**src/hw/rtl/wmwc_pkg.sv**
```systemverilog
// Shared constants, command types and state types of the water mask window counter.
`timescale 1ns / 1ps

package wmwc_pkg;

    localparam int COL_W            = 7;
    localparam int ROW_W            = 7;
    localparam int SHORE_W          = 4;
    localparam int TEXEL_W          = 8;
    localparam int COORD_W          = 11;
    localparam int SPAN_W           = 5;
    localparam int WEIGHT_W         = 4;
    localparam int COUNT_W          = 9;
    localparam int PROD_W           = COUNT_W + WEIGHT_W;
    localparam int SHORE_RESET      = 4;
    localparam int SHORE_MAX        = 8;
    localparam int REACH_EXTRA      = 3;
    localparam int REACH_MAX        = SHORE_MAX + REACH_EXTRA;
    localparam int WEIGHT_BASE      = 8;
    localparam int WEIGHT_FRAC_BITS = 2;
    localparam int TEXEL_MAX        = 255;
    localparam int LINE_LEN         = 2 * REACH_MAX + 2;
    localparam int LINE_IDX_W       = $clog2(LINE_LEN);

    typedef enum logic [1:0] {
        CMD_WRITE,
        CMD_QUERY,
        CMD_REJECT
    } cmd_kind_t;

    typedef struct packed {
        cmd_kind_t            kind;
        logic                 wet;
        logic [COORD_W-1:0]   col_first;
        logic [COORD_W-1:0]   col_last;
        logic [COORD_W-1:0]   row_first;
        logic [COORD_W-1:0]   row_last;
        logic [SPAN_W-1:0]    span;
        logic [WEIGHT_W-1:0]  weight;
    } cmd_t;

    typedef struct packed {
        logic empty;
        cmd_t head;
    } queue_status_t;

    typedef enum logic [1:0] {
        BK_IDLE,
        BK_SCAN,
        BK_DRAIN,
        BK_FIN
    } back_state_t;

endpackage

```
**src/hw/rtl/wmwc_if.sv**
```systemverilog
// Valid/ready channel interfaces for input words and result words.
`timescale 1ns / 1ps

interface wmwc_in_if;
    logic                      valid;
    logic                      ready;
    logic                      mode;
    logic [wmwc_pkg::COL_W-1:0] col;
    logic [wmwc_pkg::ROW_W-1:0] row;
    logic                      is_water;

    modport source (output valid, output mode, output col, output row, output is_water,
                    input ready);
    modport sink (input valid, input mode, input col, input row, input is_water,
                  output ready);
endinterface


```
**src/hw/rtl/wmwc_front.sv**
```systemverilog
// Front end: shore register, input word classification and window bounds.
`timescale 1ns / 1ps

module wmwc_front #(
    parameter int MAP_WIDTH  = 128,
    parameter int MAP_HEIGHT = 128
) (
    input  logic                          clk,
    input  logic                          rst_n,
    wmwc_in_if.sink                       in_ch,
    input  logic                          cfg_we,
    input  logic [wmwc_pkg::SHORE_W-1:0]  cfg_wdata,
    input  logic                          q_full,
    output logic                          push,
    output wmwc_pkg::cmd_t                push_cmd
);

    localparam int CW = wmwc_pkg::COORD_W;
    localparam logic [CW-1:0] W_LIM = CW'(MAP_WIDTH);
    localparam logic [CW-1:0] H_LIM = CW'(MAP_HEIGHT);
    localparam logic [CW-1:0] ONE   = CW'(1);

    logic [wmwc_pkg::SHORE_W-1:0]  shore_reg;
    logic [wmwc_pkg::SHORE_W-1:0]  shore_eff;
    logic [wmwc_pkg::SHORE_W-1:0]  reach;
    logic [CW-1:0]                 x;
    logic [CW-1:0]                 y;
    logic [CW-1:0]                 rch;
    logic [CW-1:0]                 col_first;
    logic [CW-1:0]                 col_last;
    logic                          in_map;
    logic                          query_ok;

    always_ff @(posedge clk or negedge rst_n)
    begin
        if (!rst_n)
        begin
            shore_reg <= wmwc_pkg::SHORE_W'(wmwc_pkg::SHORE_RESET);
        end
        else if (cfg_we)
        begin
            shore_reg <= cfg_wdata;
        end
    end

    always_comb
    begin
        shore_eff = (shore_reg > wmwc_pkg::SHORE_W'(wmwc_pkg::SHORE_MAX))
                  ? wmwc_pkg::SHORE_W'(wmwc_pkg::SHORE_MAX) : shore_reg;
        reach     = shore_eff + wmwc_pkg::SHORE_W'(wmwc_pkg::REACH_EXTRA);
        x         = CW'(in_ch.col);
        y         = CW'(in_ch.row);
        rch       = CW'(reach);
        in_map    = (x < W_LIM) && (y < H_LIM);
        query_ok  = (x < W_LIM - ONE) && (y != '0) && (y < H_LIM);
        col_first = (x >= rch) ? x - rch : '0;
        col_last  = (x + rch > W_LIM - ONE) ? W_LIM - ONE : x + rch;

        push_cmd           = '0;
        push_cmd.wet       = in_ch.is_water;
        push_cmd.weight    = wmwc_pkg::WEIGHT_W'(wmwc_pkg::WEIGHT_BASE) - shore_eff;
        if (!in_ch.mode)
        begin
            push_cmd.kind      = wmwc_pkg::CMD_WRITE;
            push_cmd.col_first = x;
            push_cmd.row_first = y;
        end
        else
        begin
            push_cmd.kind      = query_ok ? wmwc_pkg::CMD_QUERY : wmwc_pkg::CMD_REJECT;
            push_cmd.col_first = col_first;
            push_cmd.col_last  = col_last;
            push_cmd.row_first = (y > rch) ? y - rch - ONE : '0;
            push_cmd.row_last  = (y + rch > H_LIM) ? H_LIM - ONE : y + rch - ONE;
            push_cmd.span      = wmwc_pkg::SPAN_W'(col_last - col_first + ONE);
        end
    end

    assign in_ch.ready = !q_full;
    assign push        = in_ch.valid && !q_full && (in_ch.mode || in_map);

endmodule

```
**src/flat_wrapper.sv**
```systemverilog
// flat-port wrapper written by rule: the top's interface ports become plain ports
module wmwc_front_flat 
#(
    parameter int MAP_WIDTH  = 128,
    parameter int MAP_HEIGHT = 128
)
  (clk, rst_n, cfg_we, cfg_wdata, q_full, push, push_cmd, in_ch_valid, in_ch_mode, in_ch_col, in_ch_row, in_ch_is_water, in_ch_ready);
  wmwc_in_if in_ch_i ();
  input  logic clk;
  input  logic rst_n;
  input  logic cfg_we;
  input  logic [wmwc_pkg::SHORE_W-1:0] cfg_wdata;
  input  logic q_full;
  output logic push;
  output wmwc_pkg::cmd_t push_cmd;
  input wire logic [$bits(in_ch_i.valid)-1:0] in_ch_valid;
  input wire logic [$bits(in_ch_i.mode)-1:0] in_ch_mode;
  input wire logic [$bits(in_ch_i.col)-1:0] in_ch_col;
  input wire logic [$bits(in_ch_i.row)-1:0] in_ch_row;
  input wire logic [$bits(in_ch_i.is_water)-1:0] in_ch_is_water;
  output wire logic [$bits(in_ch_i.ready)-1:0] in_ch_ready;
  assign in_ch_i.valid = in_ch_valid;
  assign in_ch_i.mode = in_ch_mode;
  assign in_ch_i.col = in_ch_col;
  assign in_ch_i.row = in_ch_row;
  assign in_ch_i.is_water = in_ch_is_water;
  assign in_ch_ready = in_ch_i.ready;
  wmwc_front #(.MAP_WIDTH(MAP_WIDTH), .MAP_HEIGHT(MAP_HEIGHT)) u_core (.clk(clk), .rst_n(rst_n), .in_ch(in_ch_i), .cfg_we(cfg_we), .cfg_wdata(cfg_wdata), .q_full(q_full), .push(push), .push_cmd(push_cmd));
endmodule
```
**config.mk**
```make
export PLATFORM = sky130hd
export DESIGN_NAME = wmwc_front_flat
export DESIGN_NICKNAME = d
export VERILOG_FILES = /design/src/hw/rtl/wmwc_pkg.sv /design/src/hw/rtl/wmwc_if.sv /design/src/hw/rtl/wmwc_front.sv /design/src/flat_wrapper.sv
export SDC_FILE = /design/constraint.sdc
export NUM_CORES = 1
export LEC_CHECK = 0
export ABC_AREA = 1
export BUFFER_PORTS_ARGS = -buffer_cell sky130_fd_sc_hd__clkbuf_2
export CAP_MARGIN = 20
export CORE_AREA = 2 2 73 75
export CTS_BUF_LIST = sky130_fd_sc_hd__clkbuf_8
export CTS_CLUSTER_DIAMETER = 200
export DETAILED_ROUTE_END_ITERATION = 12
export DIE_AREA = 0 0 75 77
export PLACE_DENSITY = 0.75
export SYNTH_ARGS = -nofsm -noshare
export SYNTH_HDL_FRONTEND = slang
export SYNTH_SLANG_ARGS = --single-unit
export TNS_END_PERCENT = 20
```
**constraint.sdc**
```tcl
create_clock -name clk -period 10.7 [get_ports clk]
set_clock_uncertainty 0.2 [all_clocks]
set_input_delay 2.14 -clock clk [delete_from_list [all_inputs] [get_ports clk]]
set_output_delay 2.14 -clock clk [all_outputs]
set_load 0.02 [all_outputs]
```
==> results of run 1 <==
cells in the final DEF (no fill, tap or decap):
master	synthesis	layout
inv_2	6	6
mux2_2	2	2
o22ai_1	2	2
nand4_1	8	8
ha_1	29	29
o21ai_0	14	14
a21oi_1	23	23
clkinv_1	1	1
nand3_1	26	26
nand2_4	2	2
and2_1	2	2
or2_1	1	1
fa_1	5	5
a31oi_1	1	1
clkbuf_8	0	3
inv_1	57	58
nand2_2	8	8
nand3b_1	2	2
clkbuf_2	0	76
nand2_1	85	85
nor2_1	36	36
conb_1	1	4
nor4_1	2	2
o21ai_1	8	8
dfstp_2	1	1
xor2_1	6	6
a32oi_1	1	1
nor3_1	5	5
a21oi_4	2	2
o21ai_2	1	1
nor2_2	2	2
o21bai_4	1	1
dfrtp_1	3	3
nor2_4	1	1
a21boi_1	1	1
nor3_2	1	1
xnor2_1	5	5
nand3_2	2	2
critical path, delay by kind of cell:
kind            cells  cell delay, ns
simple gates        9            0.78
fa+ha+maj           4            1.30
buf+inv             5            0.48
compound gates      3            0.32
through the flow:
stage                     hold slack (ns)  power, mW  area (sq um)  instances  utilization [%]
after global placement             0.3053     0.3522          2559        502            51.41
after detailed placement           0.3133     0.3577          2559        502            51.41
after floorplan                    0.2840     0.2814          2207        372                -
after CTS                          0.3176     0.3940          2604        506            52.31
after global routing               0.3335     0.4399          2604        506            52.31
final                              0.3224     0.3910          2604        506            52.31
final cells by class:
| class | instances | area share [%] |
|---|---|---|
| Multi-Input combinational cell | 288 | 67.18 |
| Timing Repair Buffer | 76 | 14.61 |
| Inverter | 64 | 9.226 |
| Sequential cell | 4 | 3.892 |
| Tap cell | 70 | 3.364 |
| Clock buffer | 3 | 1.586 |
| Clock inverter | 1 | 0.1442 |
metal layers:
metal / up-vias / global-route usage [%] / routed length [um]
li1: 1307 / - / -
met1: 1058 / 28.90 / 2638
met2: 84 / 31.23 / 2476
met3: 6 / 0.6570 / 367
met4: 0 / 3.571 / 51
met5: - / 0 / 0
cells by family (layout without fill, tap and decap cells):
| logic type | after synthesis | count (layout) |
|---|---|---|
| flip-flops | 4 | 4 |
| other | 1 | 4 |
| AO/OA/AOI/OAI | 54 | 54 |
| XOR/XNOR | 11 | 11 |
| buffers and inverters | 80 | 144 |
| adder cells (fa/ha/maj) | 34 | 34 |
| AND/OR/NAND/NOR | 183 | 183 |
| multiplexers | 2 | 2 |
where the power goes:
part	switching (mW)	leakage, nW	internal, mW
registers	0.00108	0.0460	0.0169
logic	0.220	1.47	0.120
clock network	0.00800	0.0269	0.0245
worst max-delay path by stage:
stage	startpoint	to	slack (ns)	cells past startpoint
6_report	in_ch_col[0]	push_cmd[8]	3.35	21
3_3_place_gp	in_ch_col[0]	push_cmd[8]	3.41	21
2_1_floorplan	in_ch_col[0]	push_cmd[8]	3.64	19
5_1_grt	in_ch_col[0]	push_cmd[8]	3.05	22
4_1_cts	in_ch_col[0]	push_cmd[8]	3.33	21
3_5_place_dp	in_ch_col[0]	push_cmd[8]	3.34	21
==> flow_summary.yaml, run 1 <==
floorplan:
  die_h_um: 77
  core_sq_um: 4977
  start_util_pct: 44.12
  core.rowCount: 26
  fp.dieW_um: 75
  io-pin-count: 83
  die-area_sq_um: 5775
setup_path:
  r2r-end: "u_core.shore_reg[2]"
  cp_data_arrival_time_ns: 5.01
  endpoint_kind: "output pin"
  cp_slowest_cell: "fa_1"
  ff2ff_setup_slack_ns: 9.71
  path_cells: "clkbuf_2, inv_1, ha_1, fa_1, nor2_1, nor2_1, nand3_2, inv_2, a21oi_1, o21ai_1, ha_1, ha_1, a21oi_1, nor2_1, nor2_1, nand3b_1, nand2_1, inv_1, nor2_1, nor2_1, clkbuf_2"
  crit_path_start_kind: "primary input"
  cp_slowest_stage_delay_ns: 0.42
  ff2ff_path_depth: 2
  required_ns: 8.36
  crit_top_cell: "nor2_1"
  critPathKind: "primary input to output pin"
  r2r-start: "u_core.shore_reg[2]"
  path_max_fanout: 5
clocking:
  worstSkewPairLatency_ns: 0.22
  cts_setup_buffers: 0
  cts_num_sinks: 4
  cts_buffers: 3
  clock_path_buffers: 2
  clk_pin_slew_ns: 0.03
  root_buffer: "clkbuf_8"
  holdBufCountCts: 0
  cts_tree: "built"
  cts.repair.resized: 0
  cts_max_level: 1
place:
  place_ws_ns: 3.336
  hpwl_um: 4755
  port_buffers: 76
  gp_congestion: 0.8753
timing:
  period_needed_ns: 7.353
  period_share_pct: 68.72
  setup_viol: 0
  fin_setup_tns_ns: 0
  tightest_slew_ns: 0.7287
  worst_slack_ns: 3.347
  max_freq_mhz: 136.0
  hold_violations: 0
  final_max_slew_viol_count: 0
  max-slew-margin-rel_pct: 51.12
  grt_setup_unrepaired: "no"
power_and_ir_drop:
  leakage_nw: 1.547
  ir_drop_mv: 0.08108
  powerDensity_nw_per_um2: 150.2
yosys:
  yosysTopAreaCellShare_pct: 16.52
  synth-seq-cells: 4
  yosysWarnings: 0
  synth_edf_count: 0
  synthArstFlopShare_pct: 100.0
  yosys.area_share.simple_pct: 37.89
  synth_top_family_by_area: "simple AND/OR/NAND/NOR gates"
  synth_xor_area_share_pct: 4.387
  muxShareOfSynthArea_pct: 1.026
  synth_area_leaders: "ha_1 (17%), nand2_1 (15%), inv_1 (9.7%)"
  synth_compound_area_share_pct: 14.59
  synth.most_common_cell: "nand2_1"
  synth_ff_type: "dfrtp_1"
  syn_area_per_cell_sq_um: 5.951
  synth_common_cells: "nand2_1 (85), inv_1 (57), nor2_1 (36)"
  synth.distinct_cells: 40
  synth_area_sq_um: 2196
  seq_area_frac_synth_pct: 4.615
  yosys.area.top_type: "ha_1"
  synth_adder_area_share_pct: 21.08
  synth_cells: 369
hold_path:
  worstHoldPathCells: 2
  hp-start: "u_core.shore_reg[2]"
  holdPathEnd: "u_core.shore_reg[2]"
  hold_path_class: "flop to flop"
global_route:
  grt_pass1_wl_um: 9390
  grt_usage_pct: 19.51
  antenna_found_initial: 0
  gr-total-overflow: 0
  grt_pass1_vias: 2169
  grt_max_degree: 28
final_layout:
  seqCellArea_sq_um: 101.3
  diodes: 0
  multi_input_area_sq_um: 1749
  syn2layout_area_growth_pct: 18.58
  largest_reg_flops: 4
  final_net_count: 496
  drive_gt1_share_pct: 24.77
  nFillCells: 538
outcome:
  outcome: "finished, final reports clean"
run:
  max_cap_viol_count: 0
detailed_routing:
  ant_nets: 0
  drt_iter0_markers: 67
  drt_pass1_iterations: 4
  wl_per_cell_um: 10.93
  routed_wl_um: 5533
  drc: 0
  dr_total_vias: 2455
  viasPerCell: 4.852
Power figures use the tool's default switching activity.
==> run 2, diff against run 1 <==
- PLACE_DENSITY: 0.75 -> 0.78
- clock period: 10.7 -> 6 ns (I/O delays scaled with it)
==> flow_summary.yaml, run 2 (synthesized netlist as in run 1, its figures left out) <==
outcome:
  outcome: "finished, final reports clean"
setup_path:
  path_max_fanout: 5
  worstSetupStartpoint: "in_ch_col[0]"
  endpoint_kind: "output pin"
  ff2ff_path_depth: 2
  ff2ff_setup_slack_ns: 5.01
  r2r-end: "u_core.shore_reg[2]"
  crit_path_start_kind: "primary input"
  r2r-start: "u_core.shore_reg[2]"
  critPathKind: "primary input to output pin"
  cp_data_arrival_time_ns: 4.14
  endpoint: "push_cmd[8]"
  required_ns: 4.60
clocking:
  cts_setup_buffers: 0
  clk_pin_slew_ns: 0.03
  cts.repair.resized: 0
  cts_tree: "built"
  root_buffer: "clkbuf_8"
  cts_buffers: 3
  holdBufCountCts: 0
  cts_max_level: 1
  clock_path_buffers: 2
  worstSkewPairLatency_ns: 0.22
  cts_num_sinks: 4
timing:
  grt_setup_unrepaired: "no"
  tightest_slew_ns: 0.5992
  hold_violations: 0
  max_freq_mhz: 180.4
  fin_setup_tns_ns: 0
  final_max_slew_viol_count: 0
  period_needed_ns: 5.543
  worst_slack_ns: 0.4573
  period_share_pct: 92.38
  setup_viol: 0
  max-slew-margin-rel_pct: 59.69
final_layout:
  layout_common_cells: "nand2_1 (85), clkbuf_2 (76), inv_1 (58)"
  syn2layout_area_growth_pct: 19.83
  diodes: 0
  layout_commonest_cell: "nand2_1"
  fin_area_sq_um: 2631
  drive_gt1_share_pct: 25.80
  largest_reg_flops: 4
  final_net_count: 498
power_and_ir_drop:
  ir_drop_mv: 0.1667
  powerDensity_nw_per_um2: 267.2
  leakage_nw: 1.560
global_route:
  grt_pass1_vias: 2204
  grt_usage_pct: 19.45
  grt_max_degree: 20
  antenna_found_initial: 0
  gr-total-overflow: 0
  grt_pass1_wl_um: 9370
floorplan:
  core_sq_um: 4977
  start_util_pct: 44.12
  die_h_um: 77
  die-area_sq_um: 5775
  io-pin-count: 83
  fp.dieW_um: 75
  core.rowCount: 26
detailed_routing:
  viasPerCell: 4.945
  drt_pass1_iterations: 6
  ant_nets: 0
  routed_wl_um: 5676
  wl_per_cell_um: 11.17
  drc: 0
  drt_iter0_markers: 97
  dr_total_vias: 2512
place:
  post_dp_cell_area_sq_um: 2574
  place_ws_ns: 0.4875
  hpwl_um: 4835
  gp_congestion: 0.8603
  port_buffers: 76
hold_path:
  worstHoldPathCells: 2
  hold_path_class: "flop to flop"
run:
  max_cap_viol_count: 0
[run 2: changes by cell type in the layout (fill, tap and decap cells not counted), sizes merged]
cell  before  now
buf        0    2
[run 2: area by class of cell]
| type | count | area (sq um) |
|---|---|---|
| Timing Repair Buffer | 78 | 395.4 |
| Multi-Input combinational cell | 288 | 1762 |
| Clock buffer | 3 | 41.29 |
| Inverter | 64 | 240.2 |
| Sequential cell | 4 | 101.3 |
| Fill cell | 515 | 2346 |
| Clock inverter | 1 | 3.754 |
| Tap cell | 70 | 87.58 |
[run 2: per-layer routing]
layer | vias to the layer above | global-route usage (%) | share of wire [%]
li1 | 1310 | - | -
met1 | 1119 | 28.15 | 47
met2 | 83 | 31.67 | 46
met3 | 0 | 1.577 | 7.1
met4 | 0 | 2.679 | 0
met5 | - | 0 | 0
[run 2: how the worst min path moves through the flow]
| stage | startpoint | to | slack (ns) |
|---|---|---|---|
| after floorplan | u_core.shore_reg[2] | u_core.shore_reg[2] | 0.28 |
| after global placement | u_core.shore_reg[2] | u_core.shore_reg[2] | 0.31 |
| after detailed placement | u_core.shore_reg[2] | u_core.shore_reg[2] | 0.32 |
| after CTS | u_core.shore_reg[2] | u_core.shore_reg[2] | 0.32 |
| after global routing | u_core.shore_reg[2] | u_core.shore_reg[2] | 0.34 |
| final | u_core.shore_reg[2] | u_core.shore_reg[2] | 0.32 |
[run 2: critical path, cell delays in order]
cell and delay [ns]:
clkbuf_2 0.12, inv_1 0.08, ha_1 0.22, fa_1 0.42, nor2_1 0.15, nor2_1 0.08, nand3_2 0.11, inv_2 0.06
a21oi_1 0.11, o21ai_1 0.11, ha_1 0.35, ha_1 0.30, a21oi_1 0.13, nor2_1 0.05, nor2_1 0.12, nand3b_1 0.12
nand2_1 0.05, inv_1 0.06, nor2_1 0.04, nor2_1 0.09, clkbuf_2 0.17
[run 2: power by group]
group	leakage [nW]	switching [mW]	total, mW	internal, mW
clock	0.0269	0.0153	0.0590	0.0437
combinational	1.49	0.395	0.612	0.217
sequential	0.0460	0.00191	0.0321	0.0302
[run 2: per-stage QoR]
stage / cells / utilization (%) / hold WS [ns] / power (mW)
final: 508 / 52.87 / 0.3167 / 0.7030
after global routing: 508 / 52.87 / 0.3403 / 0.7799
after CTS: 508 / 52.61 / 0.3197 / 0.7019
after detailed placement: 504 / 51.71 / 0.3157 / 0.6363
after global placement: 504 / 51.71 / 0.3123 / 0.6299
after floorplan: 372 / - / 0.2840 / 0.5018
