File: config.mk
export PLATFORM = sky130hd
export DESIGN_NAME = wmwc_queue
export DESIGN_NICKNAME = d
export VERILOG_FILES = /design/src/hw/rtl/wmwc_pkg.sv /design/src/hw/rtl/wmwc_queue.sv
export SDC_FILE = /design/constraint.sdc
export NUM_CORES = 1
export LEC_CHECK = 0
export BUFFER_PORTS_ARGS = -buffer_cell sky130_fd_sc_hd__buf_2
export CORE_MARGIN = 8
export CORE_UTILIZATION = 44
export CTS_CLUSTER_DIAMETER = 150
export CTS_CLUSTER_SIZE = 14
export DETAILED_ROUTE_END_ITERATION = 10
export GPL_TIMING_DRIVEN = 0
export PLACE_DENSITY = 0.71
export SLEW_MARGIN = 20
export SYNTH_ARGS = -nofsm -noshare
export SYNTH_HDL_FRONTEND = slang
export SYNTH_SLANG_ARGS = --single-unit
File: constraint.sdc
create_clock -name clk -period 3.15 [get_ports clk]
set_input_delay 0.4725 -clock clk [delete_from_list [all_inputs] [get_ports clk]]
set_output_delay 0.4725 -clock clk [all_outputs]
set_load 0.02 [all_outputs]
File: src/hw/rtl/wmwc_pkg.sv
// Shared constants, command types and state types of the water mask window counter.
`timescale 1ns / 1ps

package wmwc_pkg;

    localparam int COL_W            = 7;
    localparam int ROW_W            = 7;
    localparam int SHORE_W          = 4;
    localparam int TEXEL_W          = 8;
    localparam int COORD_W          = 11;
    localparam int SPAN_W           = 5;
    localparam int WEIGHT_W         = 4;
    localparam int COUNT_W          = 9;
    localparam int PROD_W           = COUNT_W + WEIGHT_W;
    localparam int SHORE_RESET      = 4;
    localparam int SHORE_MAX        = 8;
    localparam int REACH_EXTRA      = 3;
    localparam int REACH_MAX        = SHORE_MAX + REACH_EXTRA;
    localparam int WEIGHT_BASE      = 8;
    localparam int WEIGHT_FRAC_BITS = 2;
    localparam int TEXEL_MAX        = 255;
    localparam int LINE_LEN         = 2 * REACH_MAX + 2;
    localparam int LINE_IDX_W       = $clog2(LINE_LEN);

    typedef enum logic [1:0] {
        CMD_WRITE,
        CMD_QUERY,
        CMD_REJECT
    } cmd_kind_t;

    typedef struct packed {
        cmd_kind_t            kind;
        logic                 wet;
        logic [COORD_W-1:0]   col_first;
        logic [COORD_W-1:0]   col_last;
        logic [COORD_W-1:0]   row_first;
        logic [COORD_W-1:0]   row_last;
        logic [SPAN_W-1:0]    span;
        logic [WEIGHT_W-1:0]  weight;
    } cmd_t;

    typedef struct packed {
        logic empty;
        cmd_t head;
    } queue_status_t;

    typedef enum logic [1:0] {
        BK_IDLE,
        BK_SCAN,
        BK_DRAIN,
        BK_FIN
    } back_state_t;

endpackage

File: src/hw/rtl/wmwc_queue.sv
// Two-entry command queue between the front end and the back end.
`timescale 1ns / 1ps

module wmwc_queue (
    input  logic                     clk,
    input  logic                     rst_n,
    input  logic                     push,
    input  wmwc_pkg::cmd_t           push_cmd,
    output logic                     full,
    input  logic                     pop,
    output wmwc_pkg::queue_status_t  status
);

    wmwc_pkg::cmd_t  slot_reg [2];
    logic            wr_ptr_reg;
    logic            rd_ptr_reg;
    logic [1:0]      fill_reg;
    logic [1:0]      fill_next;

    always_comb
    begin
        fill_next = fill_reg;
        if (push && !pop)
        begin
            fill_next = fill_reg + 2'd1;
        end
        else if (pop && !push)
        begin
            fill_next = fill_reg - 2'd1;
        end
    end

    always_ff @(posedge clk or negedge rst_n)
    begin
        if (!rst_n)
        begin
            wr_ptr_reg <= 1'b0;
            rd_ptr_reg <= 1'b0;
            fill_reg   <= 2'd0;
        end
        else
        begin
            fill_reg <= fill_next;
            if (push)
            begin
                wr_ptr_reg <= !wr_ptr_reg;
            end
            if (pop)
            begin
                rd_ptr_reg <= !rd_ptr_reg;
            end
        end
    end

    always_ff @(posedge clk)
    begin
        if (push)
        begin
            slot_reg[wr_ptr_reg] <= push_cmd;
        end
    end

    assign full         = fill_reg == 2'd2;
    assign status.empty = fill_reg == 2'd0;
    assign status.head  = slot_reg[rd_ptr_reg];

endmodule

==> results of run 1 <==
[synthesized netlist by cell type]
library cell / count
edfxtp_1: 112
dfrtp_1: 4
xor2_1: 4
nor2b_1: 2
mux2_2: 26
and2_1: 1
buf_6: 4
mux2_4: 30
inv_1: 1
buf_2: 2
nor2_1: 2
xnor2_1: 1
ha_1: 1
[metrics by stage]
stage	area, sq um	util	std cells	setup WS, ns	TNS, ns
after floorplan	4350	-	190	0.775	0
after global placement	5100	0.527	440	-0.237	-13.15
after detailed placement	5180	0.535	443	1.43	0
after CTS	5800	0.599	476	0.903	0
after global routing	5800	0.599	476	0.844	0
final	5800	0.599	477	0.956	0
[worst paths after layout]
| kind | startpoint | to | slack (ns) | depth (start not counted) |
|---|---|---|---|---|
| worst max-delay path | rd_ptr_reg | status[27] | 0.96 | 4 |
| worst min-delay path | push_cmd[43] | slot_reg[0][43] | 0.16 | 1 |
| worst max register to register | wr_ptr_reg | slot_reg[0][22] | 1.69 | 2 |
| worst min register to register | fill_reg[1] | fill_reg[1] | 0.49 | 1 |
| max in group asynchronous | rst_n | fill_reg[0] | 2.70 | 2 |
| min in group asynchronous | rst_n | rd_ptr_reg | 0.33 | 2 |
[area by class of cell]
class / instances / area share
clock inverter: 13 / 0.0324
multi-input combinational: 67 / 0.144
antenna: 1 / 0.000431
inverter: 1 / 0.000647
timing repair buffer: 121 / 0.114
clock buffer: 19 / 0.0727
sequential: 116 / 0.597
tap: 133 / 0.0287
buffer: 6 / 0.00949
[metal layers]
layer  vias to the layer above  wire [um]  global-route usage
li1                       1033          -                   -
met3                         7        794              0.0709
met2                        77       3960               0.202
met5                         -          0                   0
met1                      1081       3060               0.126
met4                         0         71              0.0525
[cell families (layout without fill, tap and decap cells)]
logic type    count (synthesis)  count (layout)  share of synthesized area
xor+xnor                      5               5                     0.0101
fa+ha+maj                     1               1                    0.00288
buf+inv                       7             160                     0.0135
flops                       116             116                      0.797
mux                          56              56                      0.171
other cells                   0               1                          0
simple gates                  5               5                    0.00604
[power breakdown]
part | internal (mW) | total (mW) | switching [mW] | leakage [nW]
Combinational | 0.791 | 1.79 | 0.999 | 0.928
Clock | 1.35 | 1.96 | 0.613 | 0.296
Sequential | 2.05 | 2.14 | 0.0848 | 1.10
Total | 4.19 | 5.89 | 1.70 | 2.32
==> summary.md, run 1 <==
| Metric | Value |
|---|---|
| Die Area | 13300 sq um |
| Max Transition Viols Final | 0 |
| Crit Path Class | reg2out |
| Final Hold Viols | 0 |
| WP buf/inv | 3 |
| Footprint of the multi-input gates | 836 sq um |
| All-Layer GR Usage | 0.123 |
| Avg Inst Size Synth | 22.9 sq um |
| H-tree Lvls | 4 |
| Largest cells by area after synthesis | edfxtp_1 (77%), mux2_4 (10%), mux2_2 (6.7%) |
| RSZ-0062 raised after global routing | false |
| Total Power | 5.89 mW |
| Total global routing overflow | 0 |
| Seq/Total Area, Yosys | 0.797 |
| CTS clk-pin slew, worst paths | 0.06 ns |
| Initial antenna violation count | 0 |
| Die height | 115 um |
| DR iter-0 viols | 65 |
| CP delay by family, top | buffers and inverters |
| Status | finished clean |
| Synthesized area | 4350 sq um |
| Sinks on the clock net | 116 |
| Max reg flops | 112 |
| Final nets | ~390 |
| Clock skew | 0.00393 ns |
| Mean routed wirelength per cell | 16.5 um |
| Nature of the critical path startpoint | flip-flop |
| First-pass GRT wire length | 12.0 mm |
| # setup viols final | 0 |
| Critical path's slowest cell | dfrtp_1 |
| Max Cap Violations | 0 |
| Starting Density | 0.449 |
| Crit-path max FO | 10 |
| Yosys reg bits | approximately 120 |
| Synth Net Count | 251 |
| Fillcell total | 753 |
| Post-Synthesis Cells | 190 |
| Die X-Extent | 115 um |
| # DRC | 0 |
| CTS Hold Bufs | 1 |
| Minimum clock period after layout | 2.19 ns |
| Cell taking the most area after synthesis | edfxtp_1 |
| Vias | 2198 |
| Synth cell types | 13 |
| CP endpoint kind | output port |
| Area grow syn2layout | 33.4% |
| Max_slew headroom | 0.643 |
| CTS tree | done |
| Routed Antenna Nets | 0 |
| Most common cell after layout, fill and taps aside | buf_2 |
| Most frequent cells in the layout | buf_2 (119), edfxtp_1 (112), mux2_4 (30) |
| DR vias/cell | 4.61 |
| Vias in the first global route | 2422 |
| Inserted Clock Buffers | 17 |
| Port bufs | roughly 120 |
| Share of the clock period used by the worst path | 0.697 |
| LEAKAGE | 2.32 nW |
| Worst vdd ir | 0.000434 V |
| Rows | 36 |
| Hold WS | 0.159 ns |
| Maximum clock path buffer count | 2 |
| CP Cell Sequence | buf_6 -> buf_6 -> mux2_4 -> buf_2 |
| Post-cts sizing count | 0 |
| # IOs | 118 |
| CP arrival | 1.72 ns |
| Total power per unit cell area | just over 1000 nW/um^2 |
| Core area | 9680 sq um |
| Slew @ Worst Pin | around 0.53 ns |
| Most used cell, CP | buf_6 |
| Largest net degree at the start of global routing | 34 |
| FMAX | 456 MHz |
| Postcts setup bufs | 0 |
| Top cell type's share of synthesized area | 0.774 |
| WL final | 7.88 mm |
| Skew-Pair Late Insertion Delay | 0.49 ns |
| Worst hold path type | in2reg |
| Root buffer cell | clkbuf_8 |
| DR pass1 iterations | 5 |
| WP data required | 2.68 ns |
| Gpl congestion | 0.653 |
| Reg area | approximately 3500 sq um |
| Slowest stage delay, CP | between 0.3 and 0.4 ns |
| DP HPWL | 5.44 mm |
| Synthesis Warnings | 0 |
| Layout cell share with drive strength beyond 1 | 0.612 |
No activity file was read; power rests on OpenSTA's default activity.
==> run 2, diff against run 1 <==
==> constraint.sdc (replaced) <==
create_clock -name clk -period 2 [get_ports clk]
set_input_delay 0.3 -clock clk [delete_from_list [all_inputs] [get_ports clk]]
set_output_delay 0.3 -clock clk [all_outputs]
set_load 0.02 [all_outputs]
==> summary.md, run 2 (same netlist as run 1, synthesis figures left out) <==
| Metric | Value |
|---|---|
| Status | finished clean |
| Most common cell after layout, fill and taps aside | edfxtp_1 |
| CP Cell Sequence | buf_12 -> clkbuf_16 -> mux2_4 -> buf_6 |
| Ant. Diodes | 0 |
| DR iter-0 viols | 90 |
| Layout cell share with drive strength beyond 1 | 0.543 |
| CTS clk-pin slew, worst paths | 0.06 ns |
| Non-filler cells, final | about 540 |
| Rows | 36 |
| CP endpoint kind | output port |
| Largest net degree at the start of global routing | 57 |
| Worst hold path type | in2reg |
| Finished Core Util | 0.684 |
| Port bufs | 117 |
| Post-DP Area | 5160 sq um |
| Slowest stage delay, CP | 0.43 ns |
| Slew @ Worst Pin | 0.789 ns |
| CP delay by family, top | buffers and inverters |
| Root buffer cell | clkbuf_8 |
| DR pass1 iterations | 4 |
| # placed instances | 442 |
| Hold WS | between 0.04 and 0.05 ns |
| Die Area | 13300 sq um |
| Gpl congestion | roughly 0.70 |
| Total Power | 9.71 mW |
| DP HPWL | around 5.3 mm |
| RSZ-0062 raised after global routing | true |
| H-tree Lvls | 4 |
| Max_slew headroom | 0.474 |
| LEAKAGE | 2.64 nW |
| Maximum clock path buffer count | 2 |
| CTS tree | done |
| All-Layer GR Usage | 0.137 |
| WP data required | ~1.7 ns |
| Starting Density | 0.449 |
| Fin worst setup slack | 0.00668 ns |
| Max Transition Viols Final | 0 |
| Sinks on the clock net | 116 |
| Share of the clock period used by the worst path | 0.997 |
| Core area | 9680 sq um |
| Final Hold Viols | 0 |
| CP arrival | 1.69 ns |
| Initial antenna violation count | 0 |
| Total global routing overflow | 0 |
| FF-to-FF setup slack | 0.48 ns |
| Die X-Extent | about 120 um |
| Max Cap Violations | 0 |
| Finished Cell Area | 6630 sq um |
| # setup viols final | 0 |
| Max reg flops | 112 |
| Dpl ws | between 0.4 and 0.5 ns |
| DR vias/cell | approximately 4.5 |
| WP buf/inv | 3 |
| Minimum clock period after layout | between 1.5 and 2 ns |
| Nature of the critical path startpoint | flip-flop |
| Critical path's slowest cell | dfrtp_2 |
| Clock skew | 0.00336 ns |
| Setup TNS | 0 ns |
| Die height | 115 um |
| Vias in the first global route | 2703 |
| Area grow syn2layout | 52.4% |
| # DRC | 0 |
| Most frequent cells in the layout | edfxtp_1 (112), buf_2 (86), dlygate4sd3_1 (58) |
| Total power per unit cell area | between 1000 and 1500 nW/um^2 |
| Skew-Pair Late Insertion Delay | 0.50 ns |
| Crit Path Class | reg2out |
| # IOs | roughly 120 |
| Vias | 2447 |
| FMAX | 502 MHz |
| Final nets | 453 |
| Inserted Clock Buffers | 17 |
| Crit-path max FO | 7 |
| Worst vdd ir | 0.000871 V |
| Mean routed wirelength per cell | 16.5 um |
| WL final | 8.86 mm |
| First-pass GRT wire length | 13.5 mm |
| Routed Antenna Nets | 0 |
[run 2: changes by cell type in the layout (fill, tap and decap cells not counted), moves of 2 or more]
cell,delta
clkbuf_16,+3
clkinv_1,-2
buf_6,+25
buf_2,-33
dlygate4sd3_1,+57
buf_12,+2
clkinvlp_4,+5
bufinv_16,-3
clkbuf_1,-2
buf_4,+7
[run 2: final cells by class]
| type | count | area [sq um] |
|---|---|---|
| Multi-Input combinational cell | 67 | 836 |
| Timing Repair Buffer | 183 | 1510 |
| Sequential cell | 116 | 3460 |
| Inverter | 1 | 3.75 |
| Clock buffer | 17 | 414 |
| Buffer | 6 | 95.1 |
| Tap cell | 133 | 166 |
| Clock inverter | 15 | 141 |
| Fill cell | 648 | 3060 |
[run 2: report_power, final]
part,switching [mW],internal (mW),total (mW),leakage [nW]
clock network,1.02,1.75,2.76,0.256
registers,0.143,3.24,3.38,1.10
logic,1.71,1.86,3.57,1.29
total,2.87,6.84,9.71,2.64
[run 2: final timing paths]
check | cells after the start | start | to
setup / recovery | 4 | rd_ptr_reg | status[11]
hold / removal | 2 | push | wr_ptr_reg
setup reg to reg | 1 | wr_ptr_reg | slot_reg[1][25]
hold reg to reg | 1 | fill_reg[1] | fill_reg[1]
max in group asynchronous | 2 | rst_n | rd_ptr_reg
min in group asynchronous | 2 | rst_n | fill_reg[1]
[run 2: layer usage]
metal / track usage / share of wire
met1: 0.145 / 0.39
met2: 0.231 / 0.52
met3: 0.0636 / 0.076
met4: 0.0552 / 0.0094
met5: 0 / 0
[run 2: timing repair]
action | 4_1_cts | 5_1_grt
gates cloned | 0 | 3
pin swaps | 0 | 0
setup endpoints to repair | 49 | 51
hold endpoints to repair | 117 | 0
hold buffers | 58 | 0
resized for setup | 48 | 23
setup buffers | 1 | 2
==> run 3, diff against run 2 <==
--- a/config.mk
+++ b/config.mk
@@ -6,13 +6,13 @@
 export NUM_CORES = 1
 export LEC_CHECK = 0
 export BUFFER_PORTS_ARGS = -buffer_cell sky130_fd_sc_hd__buf_2
-export CORE_MARGIN = 8
+export CORE_MARGIN = 3
 export CORE_UTILIZATION = 44
 export CTS_CLUSTER_DIAMETER = 150
 export CTS_CLUSTER_SIZE = 14
 export DETAILED_ROUTE_END_ITERATION = 10
 export GPL_TIMING_DRIVEN = 0
-export PLACE_DENSITY = 0.71
+export PLACE_DENSITY = 0.69
 export SLEW_MARGIN = 20
 export SYNTH_ARGS = -nofsm -noshare
 export SYNTH_HDL_FRONTEND = slang
==> constraint.sdc (replaced) <==
create_clock -name clk -period 2.3 [get_ports clk]
set_input_delay 0.23 -clock clk [delete_from_list [all_inputs] [get_ports clk]]
set_output_delay 0.23 -clock clk [all_outputs]
set_load 0.02 [all_outputs]
==> summary.md, run 3 (same netlist as run 1, synthesis figures left out) <==
| Metric | Value |
|---|---|
| RSZ-0062 raised after global routing | false |
| First-pass GRT wire length | 12.9 mm |
| CP arrival | 1.72 ns |
| Routed Antenna Nets | 0 |
| Crit Path Class | reg2out |
| Fillcell total | around 660 |
| Worst hold path type | in2async |
| Ant. Diodes | 0 |
| R2R Path Start | wr_ptr_reg |
| Total Power | roughly 8 mW |
| # DRC | 0 |
| Total global routing overflow | 0 |
| Sinks on the clock net | 116 |
| Rows | 35 |
| Skew-Pair Late Insertion Delay | approximately 0.50 ns |
| Minimum clock period after layout | 1.95 ns |
| Nature of the critical path startpoint | flip-flop |
| Status | finished clean |
| Met1 Use GR | 0.166 |
| Root buffer cell | clkbuf_8 |
| R2R Path End | slot_reg[1][55] |
| Vias | about 2400 |
| Total power per unit cell area | 1270 nW/um^2 |
| Non-filler cells, final | 530 |
| Max reg flops | roughly 110 |
| All-Layer GR Usage | 0.155 |
| CTS tree | done |
| Maximum clock path buffer count | 2 |
| GR Layer Usage met2 | 0.274 |
| Finished Core Util | 0.676 |
| Share of the clock period used by the worst path | 0.850 |
| CTS clk-pin slew, worst paths | 0.06 ns |
| Core area | 9420 sq um |
| DR vias/cell | 4.57 |
| Area grow syn2layout | 46.5% |
| # IOs | 118 |
| Post-cts sizing count | 0 |
| Worst vdd ir | around 0.00067 V |
| FF-to-FF setup slack | 0.88 ns |
| Max Transition Viols Final | 0 |
| CP endpoint kind | output port |
| Max_slew headroom | 0.684 |
| Most common cell after layout, fill and taps aside | buf_2 |
| Largest net degree at the start of global routing | 32 |
| Met3 Use GR | 0.0557 |
| WL final | 8.08 mm |
| WP data required | 2.07 ns |
| Die Area | around 11000 sq um |
| Mean routed wirelength per cell | 15.2 um |
| Gpl congestion | 0.682 |
| Slew @ Worst Pin | 0.473 ns |
| Die height | 105 um |
| # placed instances | 439 |
| # setup viols final | 0 |
| Vias in the first global route | 2664 |
| Port bufs | 117 |
| R2R depth | 2 |
| Final Hold Viols | 0 |
| Max Cap Violations | 0 |
| LEAKAGE | 2.56 nW |
| DR iter-0 viols | 68 |
| Hold WS | 0.0956 ns |
| Clock skew | approximately 0.011 ns |
| Initial antenna violation count | 0 |
| Gr busiest metal | met2 |
| CP Launch Point | rd_ptr_reg |
| CTS Hold Bufs | 59 |
| Crit-path max FO | 10 |
| H-tree Lvls | 4 |
| Starting Density | 0.462 |
| FMAX | a little over 500 MHz |
| Die X-Extent | 105 um |
| Final nets | 449 |
| Inserted Clock Buffers | 17 |
| DP HPWL | roughly 5.0 mm |
| DR pass1 iterations | 4 |
| Postcts setup bufs | 0 |
| Layout cell share with drive strength beyond 1 | 0.534 |
| Most frequent cells in the layout | buf_2 (119), edfxtp_1 (112), dlygate4sd3_1 (59) |
==> run 3: cell types whose count changed in the layout (fill, tap and decap cells not counted), moves of 3 or more <==
cell	previous run	this run
buf_2	86	119
buf_4	7	0
buf_6	29	4
clkbuf_16	19	16
clkinvlp_4	6	3
==> run 3: worst max path at each step <==
stage          slack [ns]              end  cells past startpoint
3_3_place_gp        -0.82  slot_reg[0][13]                      1
2_1_floorplan       0.008   slot_reg[0][0]                      1
5_1_grt              0.25       status[33]                      4
4_1_cts              0.30       status[33]                      4
6_report             0.35       status[34]                      4
3_5_place_dp         0.86       status[15]                      4
==> run 3: worst max-delay path, cell delays in order, from the launching register on <==
cell and delay (ns):
dfrtp_1 0.37, buf_6 0.18, buf_6 0.20, mux2_4 0.31, buf_2 0.17
==> run 3: stage by stage <==
step                setup TNS [ns]  setup WS (ns)  area (sq um)
finish                           0          0.346          6370
global route                     0          0.253          6370
CTS                              0          0.298          6370
detailed placement               0          0.857          5170
global placement            -77.54         -0.822          5100
floorplan                        0        0.00761          4350
==> run 3: routing by layer <==
layer | vias to the layer above | part of all wire
met5 | - | 0
li1 | 1148 | -
met1 | 1186 | 0.38
met4 | 0 | 0.010
met2 | 82 | 0.54
met3 | 8 | 0.066
==> run 3: where the power goes <==
part | leakage [nW] | internal [mW] | total, mW | switching [mW]
registers | 1.10 | 2.81 | 2.93 | 0.123
clock network | 0.288 | 1.75 | 2.64 | 0.882
logic | 1.17 | 1.15 | 2.53 | 1.38
==> run 3: area by class of cell <==
class                   instances  area (sq um)  share of cell area
clock buffers                  19           422              0.0662
repair buffers                179          1240               0.195
multi-input cells              67           836               0.131
plain buffers                   6          55.1             0.00864
well taps                     129           161              0.0253
clock inverters                13           184              0.0289
inverters                       1          3.75            0.000589
flip-flops and latches        116          3460               0.544
